<file path="src/design/pbbn_pkg.sv">
// Package for the printer back-channel byte normaliser.
// Holds the character codes and the state and result structs that the
// decoder and the top level share. It depends on nothing else.
package pbbn_pkg;

    localparam logic [7:0] CH_NUL    = 8'h00;
    localparam logic [7:0] CH_CTRL_A = 8'h01;
    localparam logic [7:0] CH_CTRL_D = 8'h04;
    localparam logic [7:0] CH_LF     = 8'h0A;
    localparam logic [7:0] CH_CR     = 8'h0D;
    localparam logic [7:0] CH_QMARK  = 8'h3F;
    localparam logic [7:0] CH_M      = 8'h4D;
    localparam logic [7:0] TBCP_XOR  = 8'h40;

    // Flags carried from one byte to the next.
    typedef struct packed {
        logic prev_cr;
        logic tbcp;
        logic esc;
    } pbbn_state_t;

    // What one byte produces: at most one output word.
    typedef struct packed {
        logic       emit;
        logic [7:0] data;
        logic       eoj;
    } pbbn_result_t;

endpackage

</file>
<file path="src/design/printer_backchannel_byte_normalizer.sv">
// Top level of the printer back-channel byte normaliser; uses pbbn_decode and pbbn_pkg.
// An accepted word passes through the input register and then the result register before reaching m_*.
// Throughput: one word per cycle while the sink keeps m_tready high; the input register and
// the result register both advance in the same cycle, and the three state flags update once per word.
// Words that produce no result (escape, mode switch, dropped LF) leave no gap.
// Reset (rst_n low, asynchronous) empties both registers and clears all flags.
module printer_backchannel_byte_normalizer
(
    input  logic       clk,
    input  logic       rst_n,
    input  logic       s_tvalid,
    output logic       s_tready,
    input  logic [7:0] s_tdata,   // [7:0] rx_byte
    output logic       m_tvalid,
    input  logic       m_tready,
    output logic [7:0] m_tdata,   // [7:0] out_byte
    output logic [0:0] m_tuser    // [0] end_of_job_mark
);

    // Input register: holds one received word until the decoder can use it.
    logic                   in_valid_reg;
    logic [7:0]             in_byte_reg;

    // Result register: holds one normalised word until the sink takes it.
    logic                   out_valid_reg;
    logic [7:0]             out_byte_reg;
    logic                   out_eoj_reg;

    // Flags that carry from one word to the next.
    pbbn_pkg::pbbn_state_t  state_reg;
    pbbn_pkg::pbbn_state_t  state_next;
    pbbn_pkg::pbbn_result_t dec_result;

    logic                   out_free;
    logic                   advance;
    logic                   in_take;

    // The result register is free when empty or being emptied this cycle.
    assign out_free = !out_valid_reg || m_tready;
    // The word in the input register is decoded and retired this cycle.
    assign advance  = in_valid_reg && out_free;
    // The input register accepts a new word when empty or being retired.
    assign s_tready = !in_valid_reg || advance;
    assign in_take  = s_tvalid && s_tready;

    pbbn_decode u_decode
    (
        .rx_byte   (in_byte_reg),
        .cur_state (state_reg),
        .nxt_state (state_next),
        .result    (dec_result)
    );

    always_ff @(posedge clk or negedge rst_n)
    begin
        if (!rst_n)
        begin
            in_valid_reg  <= 1'b0;
            out_valid_reg <= 1'b0;
            state_reg     <= '0;
        end
        else
        begin
            if (in_take)
            begin
                in_valid_reg <= 1'b1;
            end
            else if (advance)
            begin
                in_valid_reg <= 1'b0;
            end

            if (advance)
            begin
                state_reg     <= state_next;
                out_valid_reg <= dec_result.emit;
            end
            else if (m_tready)
            begin
                out_valid_reg <= 1'b0;
            end
        end
    end

    // Payload registers need no reset.
    always_ff @(posedge clk)
    begin
        if (in_take)
        begin
            in_byte_reg <= s_tdata;
        end
        if (advance && dec_result.emit)
        begin
            out_byte_reg <= dec_result.data;
            out_eoj_reg  <= dec_result.eoj;
        end
    end

    assign m_tvalid   = out_valid_reg;
    assign m_tdata    = out_byte_reg;
    assign m_tuser[0] = out_eoj_reg;

    // An end-of-job marker always carries a zero data byte.
    a_eoj_zero: assert property (@(posedge clk) disable iff (!rst_n)
        (m_tvalid && m_tuser[0]) |-> (m_tdata == 8'h00))
        else $error("end-of-job marker with non-zero data");

    // Once TBCP mode is on it stays on until reset.
    a_tbcp_sticky: assert property (@(posedge clk) disable iff (!rst_n)
        state_reg.tbcp |=> state_reg.tbcp)
        else $error("TBCP mode dropped without reset");

    // An unescaped Control-A arms the escape for the following word.
    a_escape_arm: assert property (@(posedge clk) disable iff (!rst_n)
        (advance && !state_reg.esc && (in_byte_reg == pbbn_pkg::CH_CTRL_A))
            |=> (state_reg.esc && !m_tvalid) || (state_reg.esc && $stable(m_tdata)))
        else $error("Control-A did not arm the escape");

    // An empty input register always takes a word.
    a_ready_empty: assert property (@(posedge clk) disable iff (!rst_n)
        !in_valid_reg |-> s_tready)
        else $error("input stalled while empty");

endmodule

</file>
<file path="src/design/pbbn_decode.sv">
// Combinational decoder for one back-channel byte.
// Maps a byte and the current flags to an optional output word and the
// next flags. Depends on pbbn_pkg.
module pbbn_decode
(
    input  logic [7:0]           rx_byte,
    input  pbbn_pkg::pbbn_state_t cur_state,
    output pbbn_pkg::pbbn_state_t nxt_state,
    output pbbn_pkg::pbbn_result_t result
);

    logic [7:0] esc_byte;

    // In TBCP mode an escaped byte has bit 6 flipped.
    assign esc_byte = cur_state.tbcp ? (rx_byte ^ pbbn_pkg::TBCP_XOR) : rx_byte;

    always_comb
    begin
        nxt_state = cur_state;
        result    = '0;
        if (cur_state.esc)
        begin
            nxt_state.esc = 1'b0;
            if (!cur_state.tbcp && (rx_byte == pbbn_pkg::CH_M))
            begin
                nxt_state.tbcp    = 1'b1;
                nxt_state.prev_cr = 1'b0;
            end
            else if (cur_state.tbcp && (esc_byte == pbbn_pkg::CH_CR))
            begin
                // An escaped CR is swallowed but still pairs with a following LF.
                nxt_state.prev_cr = 1'b1;
            end
            else
            begin
                nxt_state.prev_cr = (esc_byte == pbbn_pkg::CH_CR);
                result.emit       = 1'b1;
                result.data       = esc_byte;
            end
        end
        else
        begin
            unique case (rx_byte)
                pbbn_pkg::CH_CR:
                begin
                    nxt_state.prev_cr = 1'b1;
                    result.emit       = 1'b1;
                    result.data       = pbbn_pkg::CH_LF;
                end
                pbbn_pkg::CH_LF:
                begin
                    if (cur_state.prev_cr)
                    begin
                        nxt_state.prev_cr = 1'b0;
                    end
                    else
                    begin
                        result.emit = 1'b1;
                        result.data = pbbn_pkg::CH_LF;
                    end
                end
                pbbn_pkg::CH_CTRL_D:
                begin
                    nxt_state.prev_cr = 1'b0;
                    result.emit       = 1'b1;
                    result.eoj        = 1'b1;
                end
                pbbn_pkg::CH_NUL:
                begin
                    nxt_state.prev_cr = 1'b0;
                    result.emit       = 1'b1;
                    result.data       = pbbn_pkg::CH_QMARK;
                end
                pbbn_pkg::CH_CTRL_A:
                begin
                    nxt_state.esc = 1'b1;
                end
                default:
                begin
                    nxt_state.prev_cr = 1'b0;
                    result.emit       = 1'b1;
                    result.data       = rx_byte;
                end
            endcase
        end
    end

endmodule
</file>
<file path="config.mk">
export PLATFORM = sky130hd
export DESIGN_NAME = printer_backchannel_byte_normalizer
export DESIGN_NICKNAME = d
export VERILOG_FILES = /design/src/design/pbbn_pkg.sv /design/src/design/printer_backchannel_byte_normalizer.sv /design/src/design/pbbn_decode.sv
export SDC_FILE = /design/constraint.sdc
export NUM_CORES = 1
export LEC_CHECK = 0
export ABC_AREA = 1
export BUFFER_PORTS_ARGS = -buffer_cell sky130_fd_sc_hd__buf_4
export CAP_MARGIN = 5
export CELL_PAD_IN_SITES_DETAIL_PLACEMENT = 0
export CELL_PAD_IN_SITES_GLOBAL_PLACEMENT = 1
export CORE_MARGIN = 2
export CORE_UTILIZATION = 39
export DETAILED_ROUTE_END_ITERATION = 12
export PLACE_DENSITY_LB_ADDON = 0.05
export SLEW_MARGIN = 20
export SYNTH_ARGS = -nofsm -noshare
export SYNTH_HDL_FRONTEND = slang
export SYNTH_HIERARCHICAL = 1
export SYNTH_SLANG_ARGS = --single-unit
</file>
<file path="constraint.sdc">
create_clock -name clk -period 2.2 [get_ports clk]
set_input_delay 0.22 -clock clk [delete_from_list [all_inputs] [get_ports clk]]
set_output_delay 0.22 -clock clk [all_outputs]
set_load 0.01 [all_outputs]
</file>
Word level (Yosys, flattened, before mapping)
Index checks and enable logic that the tools add are counted.
{ "totals": {"register_bits": 22, "in_bits": 12, "output_inout_bits": 11} }
{ "op_classes": {"n_bitwise": 1, "n_eq_ne": 7, "n_mux": 18, "reduce_logical": 16} }
{ "ops": {"columns": ["op", "count"], "rows": [
  ["$mux W9", 4],
  ["$pmux W8 S4", 1],
  ["$eq A8 B4 Y1 const B", 3],
  ["$mux W1", 10],
  ["$eq A8 B1 Y1 const B", 1],
  ["$eq A8 B3 Y1 const B", 1],
  ["$eq A8 B7 Y1 const B", 1],
  ["$logic_not A8 Y1", 1],
  ["$mux W7", 1],
  ["$logic_and A1 B1 Y1", 5],
  ["$pmux W1 S2", 2],
  ["$reduce_bool A2 Y1", 2],
  ["$logic_not A1 Y1", 3],
  ["$reduce_and A3 Y1", 1],
  ["$logic_or A1 B1 Y1", 2],
  ["$ne A2 B2 Y1 const B", 1],
  ["$reduce_and A2 Y1", 1],
  ["$reduce_or A2 Y1", 1],
  ["$not A1 Y1", 1]
]} }

Logic depth before layout (Yosys ltp)
Gate-level depths: netlist of run 1.
{ "logic_depth": {"ltp_word": 8, "ltp_mapped": 9, "depth_no_buf": 9} }

Cells and area by module
The synthesis of run 1 kept the hierarchy.
{ "modules_own_cells": {"columns": ["mod", "n_inst", "area_per_inst_um2", "cells_each"], "rows": [
  ["printer_backchannel_byte_normalizer", 1, 721.9, 42],
  ["pbbn_decode", 1, 312.8, 67]
]} }

Worst setup path before layout of run 1
Ideal clock, no wire load.
{ "synth_timing": {"path_kind": "reg2reg", "startpoint": "register in_byte_reg[6]", "endpoint": "register out_byte_reg[0] (netlist: m_tdata[0]) (enable)", "stages_incl_launch_ff": 8, "slack_ns": 0.261, "arrival_time_ns": 1.565, "setup_time_ns": 0.374, "required_ns": 1.826, "cell_sequence": "edfxtp_1 > nor2_2 > nand2_4 > nor2_1 > nand2_1 > a21boi_0 > inv_1 > nor2_1"} }
{ "synth_rtl": {"columns": ["item", "line", "rtl"], "rows": [
  ["start, declared", "printer_backchannel_byte_normalizer.sv:22", "logic [7:0] in_byte_reg;"],
  ["start signal, assigned", "printer_backchannel_byte_normalizer.sv:90", "in_byte_reg <= s_tdata;"],
  ["end signal, assigned", "printer_backchannel_byte_normalizer.sv:94", "out_byte_reg <= dec_result.data;"],
  ["end, declared", "printer_backchannel_byte_normalizer.sv:26", "logic [7:0] out_byte_reg;"]
]} }

==> results.md, run 1 <==
- Status: completed
- Mux contribution to synthesized area: 0
- Post-Synthesis Cells: 109
- Die Y: 55.51 µm
- Routability cong.: 0.8140
- Syn nets: 121
- Clock buffer depth: 2
- IO Port Bufs: 22
- Clock Latency Late Sink: 0.30 ns
- Hold Crit Depth: 1
- Fmax: ~550 MHz
- Worst Path Arrival: 1.85 ns
- Final Instance Area: 1277 µm²
- Post-synthesis simple-gate area fraction: 0.3011
- Largest net degree at the start of global routing: 13
- Worst setup EP type: flip-flop
- # hold bufs at CTS: 1
- Crit start category: flip-flop
- Gr ovfl total: 0
- Final wirelength: 1.713 mm
- Yosys warning count: 6
- Hold WC Path Type: input pin to flip-flop
- Post-DP Area: 1241 µm²
- Layout Utilization: 0.5110
- Main combinational cell family by area after synthesis: simple AND/OR/NAND/NOR gates
- Avg WL per Cell: 10.32 µm
- Num rows: 18
- Clock Skews: 0.01051 ns
- Post-DRT Antenna Nets: 0
- Iter 0 DRT Violations: 14
- Clk sink count: 22
- #FFs+latches synth: 22
- Least-Margin Pin Slew: 0.2961 ns
- Area Overhead vs Synth: 23.46%
- Initial antenna violation count: 0
- CTS root buf: clkbuf_4
- Endpoints failing hold: 0
- Starting Density: 0.4139
- Setup_tns: 0 ns
- Mapped Area: 1035 µm²
- # setup viols final: 0
- Via count: 765
- Vias in the first global route: 697
- Layout cells sized above 1: 0.2721
- Residual DRC: 0
- Synth Area in Adders: 0
- Kind of critical path: flip-flop to flip-flop
- Tot Pwr: 812.0 µW
- IO Count: 23
- Gr usage total: 0.1267
- Sequential area share after synthesis: 0.6143
- Worst-path fanout max: 9
- # diodes: 0
- Unrepaired setup endpoints after global routing: false
- CTS tree: yes
- Core ar.: 2500 µm²
- PD cells: 635.7 nW/µm²
- Worst Path Required: 2.22 ns
- Full die area: approximately 3000 µm²
- Final worst-path cycle share: 0.8312
- # resized after CTS: 0
- Max-cap violations: 0
- Relative slew margins: 0.8011
- First-pass GRT wire length: about 3 mm
- Post-synthesis cell type count: 17
- Post-Synth XOR/XNOR Area: 0
- LEAKAGE: 0.0006175 µW
- Hold WS: about 0.09 ns
- Worst reg-to-reg path cell count: 8
- Clock transition at path regs: around 0.12 ns
- H-tree Lvls: 1
- Synth Area in Compound Gates: 0.02660
- Max-slew violation count: 0
- VDD IR-drop max: ~0.00046 V
- Pre-antenna DRT Iters: 4
- Post-CTS setup buffers: 0
- Die span in x: about 56 µm
- Nets: 149
- Hpwl dp: 1.388 mm
- Vias per inst: 4.608
- Tmin final: ~1.8 ns
- Avg Cell Area, Syn: 9.493 µm²
- CTS Buf Count: 3
Yosys cell counts:
cell type,count,area share
nand2_1,31,0.11
edfxtp_1,17,0.49
inv_1,15,0.054
nor2_1,13,0.047
nand3_1,7,0.034
dfrtp_1,5,0.12
nor2_2,5,0.030
nand3_2,3,0.029
nor3_1,3,0.015
o21ai_0,3,0.015
a21boi_0,1,0.0073
a21oi_1,1,0.0048
clkbuf_1,1,0.0036
nand2_2,1,0.0060
nand2_4,1,0.011
nand3b_1,1,0.0073
nor3_2,1,0.0097
final timing paths:
path,slack (ns),to,start
max,0.37,m_tdata[5],in_byte_reg[6]
min,0.09,in_byte_reg[6],s_tdata[6]
min reg2reg,0.53,state_reg[2],state_reg[2]
max in group asynchronous,1.87,state_reg[0],rst_n
min in group asynchronous,0.23,in_valid_reg,rst_n
max reg2reg,0.37,m_tdata[5],in_byte_reg[6]
layout by cell type (no fill, tap or decap):
| cell type | count |
|---|---|
| a21oi_1 | 1 |
| inv_1 | 15 |
| nor2_2 | 5 |
| nor2_1 | 13 |
| nand2_4 | 1 |
| clkbuf_4 | 3 |
| nand3b_1 | 1 |
| clkinv_1 | 1 |
| o21ai_0 | 3 |
| a21boi_0 | 1 |
| nor3_1 | 3 |
| nand3_2 | 3 |
| nand3_1 | 7 |
| nand2_2 | 1 |
| dlygate4sd3_1 | 1 |
| edfxtp_1 | 17 |
| nor3_2 | 1 |
| buf_4 | 23 |
| dfrtp_1 | 5 |
| nand2_1 | 31 |
logic make-up (layout without fill, tap and decap cells):
family	count (synthesis)	in the layout
AO/OA/AOI/OAI	5	5
flip-flops	22	22
buffers and inverters	16	43
AND/OR/NAND/NOR	66	66
per-layer routing:
| layer | GRT usage | vias up | share of wire |
|---|---|---|---|
| met2 | 0.1803 | 23 | 0.45 |
| met5 | 0 | - | 0 |
| met4 | 0.07317 | 0 | 0.017 |
| met3 | 0.03279 | 4 | 0.048 |
| li1 | - | 404 | - |
| met1 | 0.1735 | 334 | 0.48 |
cell type report:
type / instances / area, µm²
fill: 241 / 1222
sequential: 22 / 635.6
multi-input combinational: 71 / 339.1
timing repair buffer: 24 / 182.7
inverter: 15 / 56.30
tap: 30 / 37.54
clock buffer: 3 / 22.52
clock inverter: 1 / 3.754
per-stage QoR:
stage	cells	setup WS, ns
2_1_floorplan	109	0.2607
3_3_place_gp	161	0.4331
3_5_place_dp	161	0.3919
4_1_cts	166	0.3675
5_1_grt	166	0.2078
6_report	166	0.3715
worst max-delay path: stages (launching register included):
cell and delay (ns):
edfxtp_1 0.50, nor2_2 0.19, nand2_4 0.08, nor2_1 0.18, nand2_1 0.09, a21boi_0 0.16
inv_1 0.07, nor2_1 0.10, buf_4 0.18
power breakdown:
part	switching, µW	internal (µW)
logic	63.3	55.7
clock network	116	66.1
registers	21.8	489
(Power assumes the default switching activity.)
==> run 2: changes to the inputs <==
--- a/config.mk
+++ b/config.mk
@@ -11,7 +11,7 @@
 export CELL_PAD_IN_SITES_DETAIL_PLACEMENT = 0
 export CELL_PAD_IN_SITES_GLOBAL_PLACEMENT = 1
 export CORE_MARGIN = 2
-export CORE_UTILIZATION = 39
+export CORE_UTILIZATION = 35
 export DETAILED_ROUTE_END_ITERATION = 12
 export PLACE_DENSITY_LB_ADDON = 0.05
 export SLEW_MARGIN = 20
==> constraint.sdc (replaced) <==
create_clock -name clk -period 1.66 [get_ports clk]
set_input_delay 0.166 -clock clk [delete_from_list [all_inputs] [get_ports clk]]
set_output_delay 0.166 -clock clk [all_outputs]
set_load 0.01 [all_outputs]
==> run 2 against run 1 <==
- global-route usage decreased by 0.15 points
- via count increased by 8.4%
- non-clock buffer count increased by 13
- critical path depth decreased by 1
- largest cell class unchanged
==> results.md, run 2 (same netlist as run 1, synthesis figures left out) <==
- Full die area: 3407 µm² (+11%)
- Worst-path fanout max: 5 (-4)
- Crit start category: flip-flop
- Worst reg-to-reg path cell count: 7 (-1)
- Post-DP Area: 1325 µm² (+6.8%)
- Final worst-path cycle share: 0.9561 (+0.1250)
- Clock Latency Late Sink: 0.30 ns (about the same)
- CTS Buf Count: 3 (unchanged)
- First-pass GRT wire length: 3.215 mm (+5.7%)
- VDD IR-drop max: 0.0005811 V (+27%)
- LEAKAGE: 0.0006840 µW (+11%)
- Routability cong.: 0.8347 (+2.5%)
- # fillers: 267 (+11%)
- Residual DRC: 0 (unchanged)
- Pre-antenna DRT Iters: 4 (unchanged)
- Unrepaired setup endpoints after global routing: true
- Vias in the first global route: 752 (+7.9%)
- Fmax: 630.1 MHz (+15%)
- Die Y: 58.37 µm (+5.2%)
- Core ar.: 2781 µm² (+11%)
- Worst Path Arrival: 1.59 ns (-0.26 ns)
- Layout cells sized above 1: 0.3867 (+0.1146)
- # setup viols final: 0 (unchanged)
- Clk sink count: 22 (unchanged)
- Kind of critical path: flip-flop to flip-flop
- Final wirelength: 1.834 mm (+7.1%)
- Hold Crit Depth: 1 (unchanged)
- Clock buffer depth: 2 (unchanged)
- Die span in x: 58.37 µm (+5.2%)
- IO Port Bufs: 22 (unchanged)
- Gr ovfl total: 0 (unchanged)
- Commonest non-fill, non-tap cell in the layout: buf_4
- Starting Density: 0.3720 (-0.04189)
- Avg WL per Cell: 10.13 µm (-1.8%)
- Area Overhead vs Synth: 36.40%
- Endpoints failing hold: 0 (unchanged)
- Vias per inst: 4.580 (-0.61%)
- Initial antenna violation count: 0 (unchanged)
- Hpwl dp: 1.440 mm (+3.7%)
- Relative slew margins: 0.8044 (+0.003256)
- PD cells: 786.6 nW/µm² (+24%)
- Iter 0 DRT Violations: 14 (unchanged)
- Clock Skews: 0.01013 ns (-0.0003799 ns)
- Num rows: 19 (+1)
- CTS root buf: clkbuf_4
- Gr usage total: 0.1252 (-0.001495)
- IO Count: 23 (unchanged)
- Hold WC Path Type: input pin to flip-flop
- Max-cap violations: 0 (unchanged)
- Via count: 829 (+8.4%)
- Status: completed
- Nets: 163 (+9.4%)
- Final Instance Area: 1411 µm² (+10%)
- # diodes: 0 (unchanged)
- Least-Margin Pin Slew: 0.2928 ns (-0.003316 ns)
- Post-DRT Antenna Nets: 0 (unchanged)
- Worst setup EP type: flip-flop
- Most frequent cells in the layout: 36 x buf_4, 30 x nand2_1, 17 x edfxtp_1
- Largest net degree at the start of global routing: 13 (unchanged)
- Clock transition at path regs: 0.12 ns (about the same)
- Worst Path Required: 1.67 ns (-0.55 ns)
- Max-slew violation count: 0 (unchanged)
- Hold WS: 0.02852 ns (-0.06279 ns)
- CTS tree: yes
- H-tree Lvls: 1 (unchanged)
- Tmin final: 1.587 ns (-0.2414 ns)
run 2: final timing paths:
check	from	slack [ns]	end
min in group asynchronous	rst_n	0.18	state_reg[0]
max in group asynchronous	rst_n	1.37	state_reg[2]
min	s_tdata[3]	0.03	in_byte_reg[3]
max	in_byte_reg[7]	0.07	m_tdata[2]
min reg2reg	state_reg[2]	0.52	state_reg[2]
max reg2reg	in_byte_reg[7]	0.07	m_tdata[2]
run 2: layer usage:
metal  GRT usage  vias up  wire length, µm
li1            -      437                -
met1      0.1702      371              888
met2      0.1894       19              852
met3     0.01978        2               75
met4     0.07309        0               18
met5           0        -                0
run 2: repair_timing:
item                                   4_1_cts  5_1_grt
setup endpoints to repair                    9       13
setup buffers                                2        1
hold buffers                                 1        0
gates cloned                                 1        0
endpoints found under the hold margin        5        0
pin swaps                                    3        4
gates resized for setup                      4        5
run 2: through the flow:
step                      cells  total power (µW)  TNS (ns)  worst slack, ns    util
final                       181              1110         0          0.07284  0.5074
after global routing        181              1174  -0.09954         -0.01697  0.5074
after CTS                   180              1118         0          0.01782  0.5007
after detailed placement    172             863.5   -0.7235         -0.08063  0.4764
after global placement      172             861.2   -0.2628         -0.02949  0.4764
after floorplan             109             766.9         0          0.01585       -
run 2: worst max-delay path: stages (launching register included):
cell and delay, ns:
edfxtp_1 0.42, nor2_2 0.17, nand2_4 0.06, nor2_2 0.14, nand2_1 0.09, a21boi_1 0.16, inv_2 0.09, nor2_4 0.17
run 2: power breakdown:
| group | internal, µW | switching, µW | leakage, µW | total, µW |
|---|---|---|---|---|
| registers | 649 | 25.7 | 0.000228 | 674 |
| clock network | 87.5 | 155 | 0.0000154 | 242 |
| logic | 94.6 | 98.8 | 0.000441 | 193 |
run 2: layout make-up:
cell class,count,area [µm²],area share
Multi-Input combinational cell,72,374.1,0.2651
Inverter,15,56.30,0.03989
Tap cell,31,38.79,0.02748
Timing Repair Buffer,37,280.3,0.1986
Clock inverter,1,3.754,0.002660
Clock buffer,3,22.52,0.01596
Sequential cell,22,635.6,0.4504
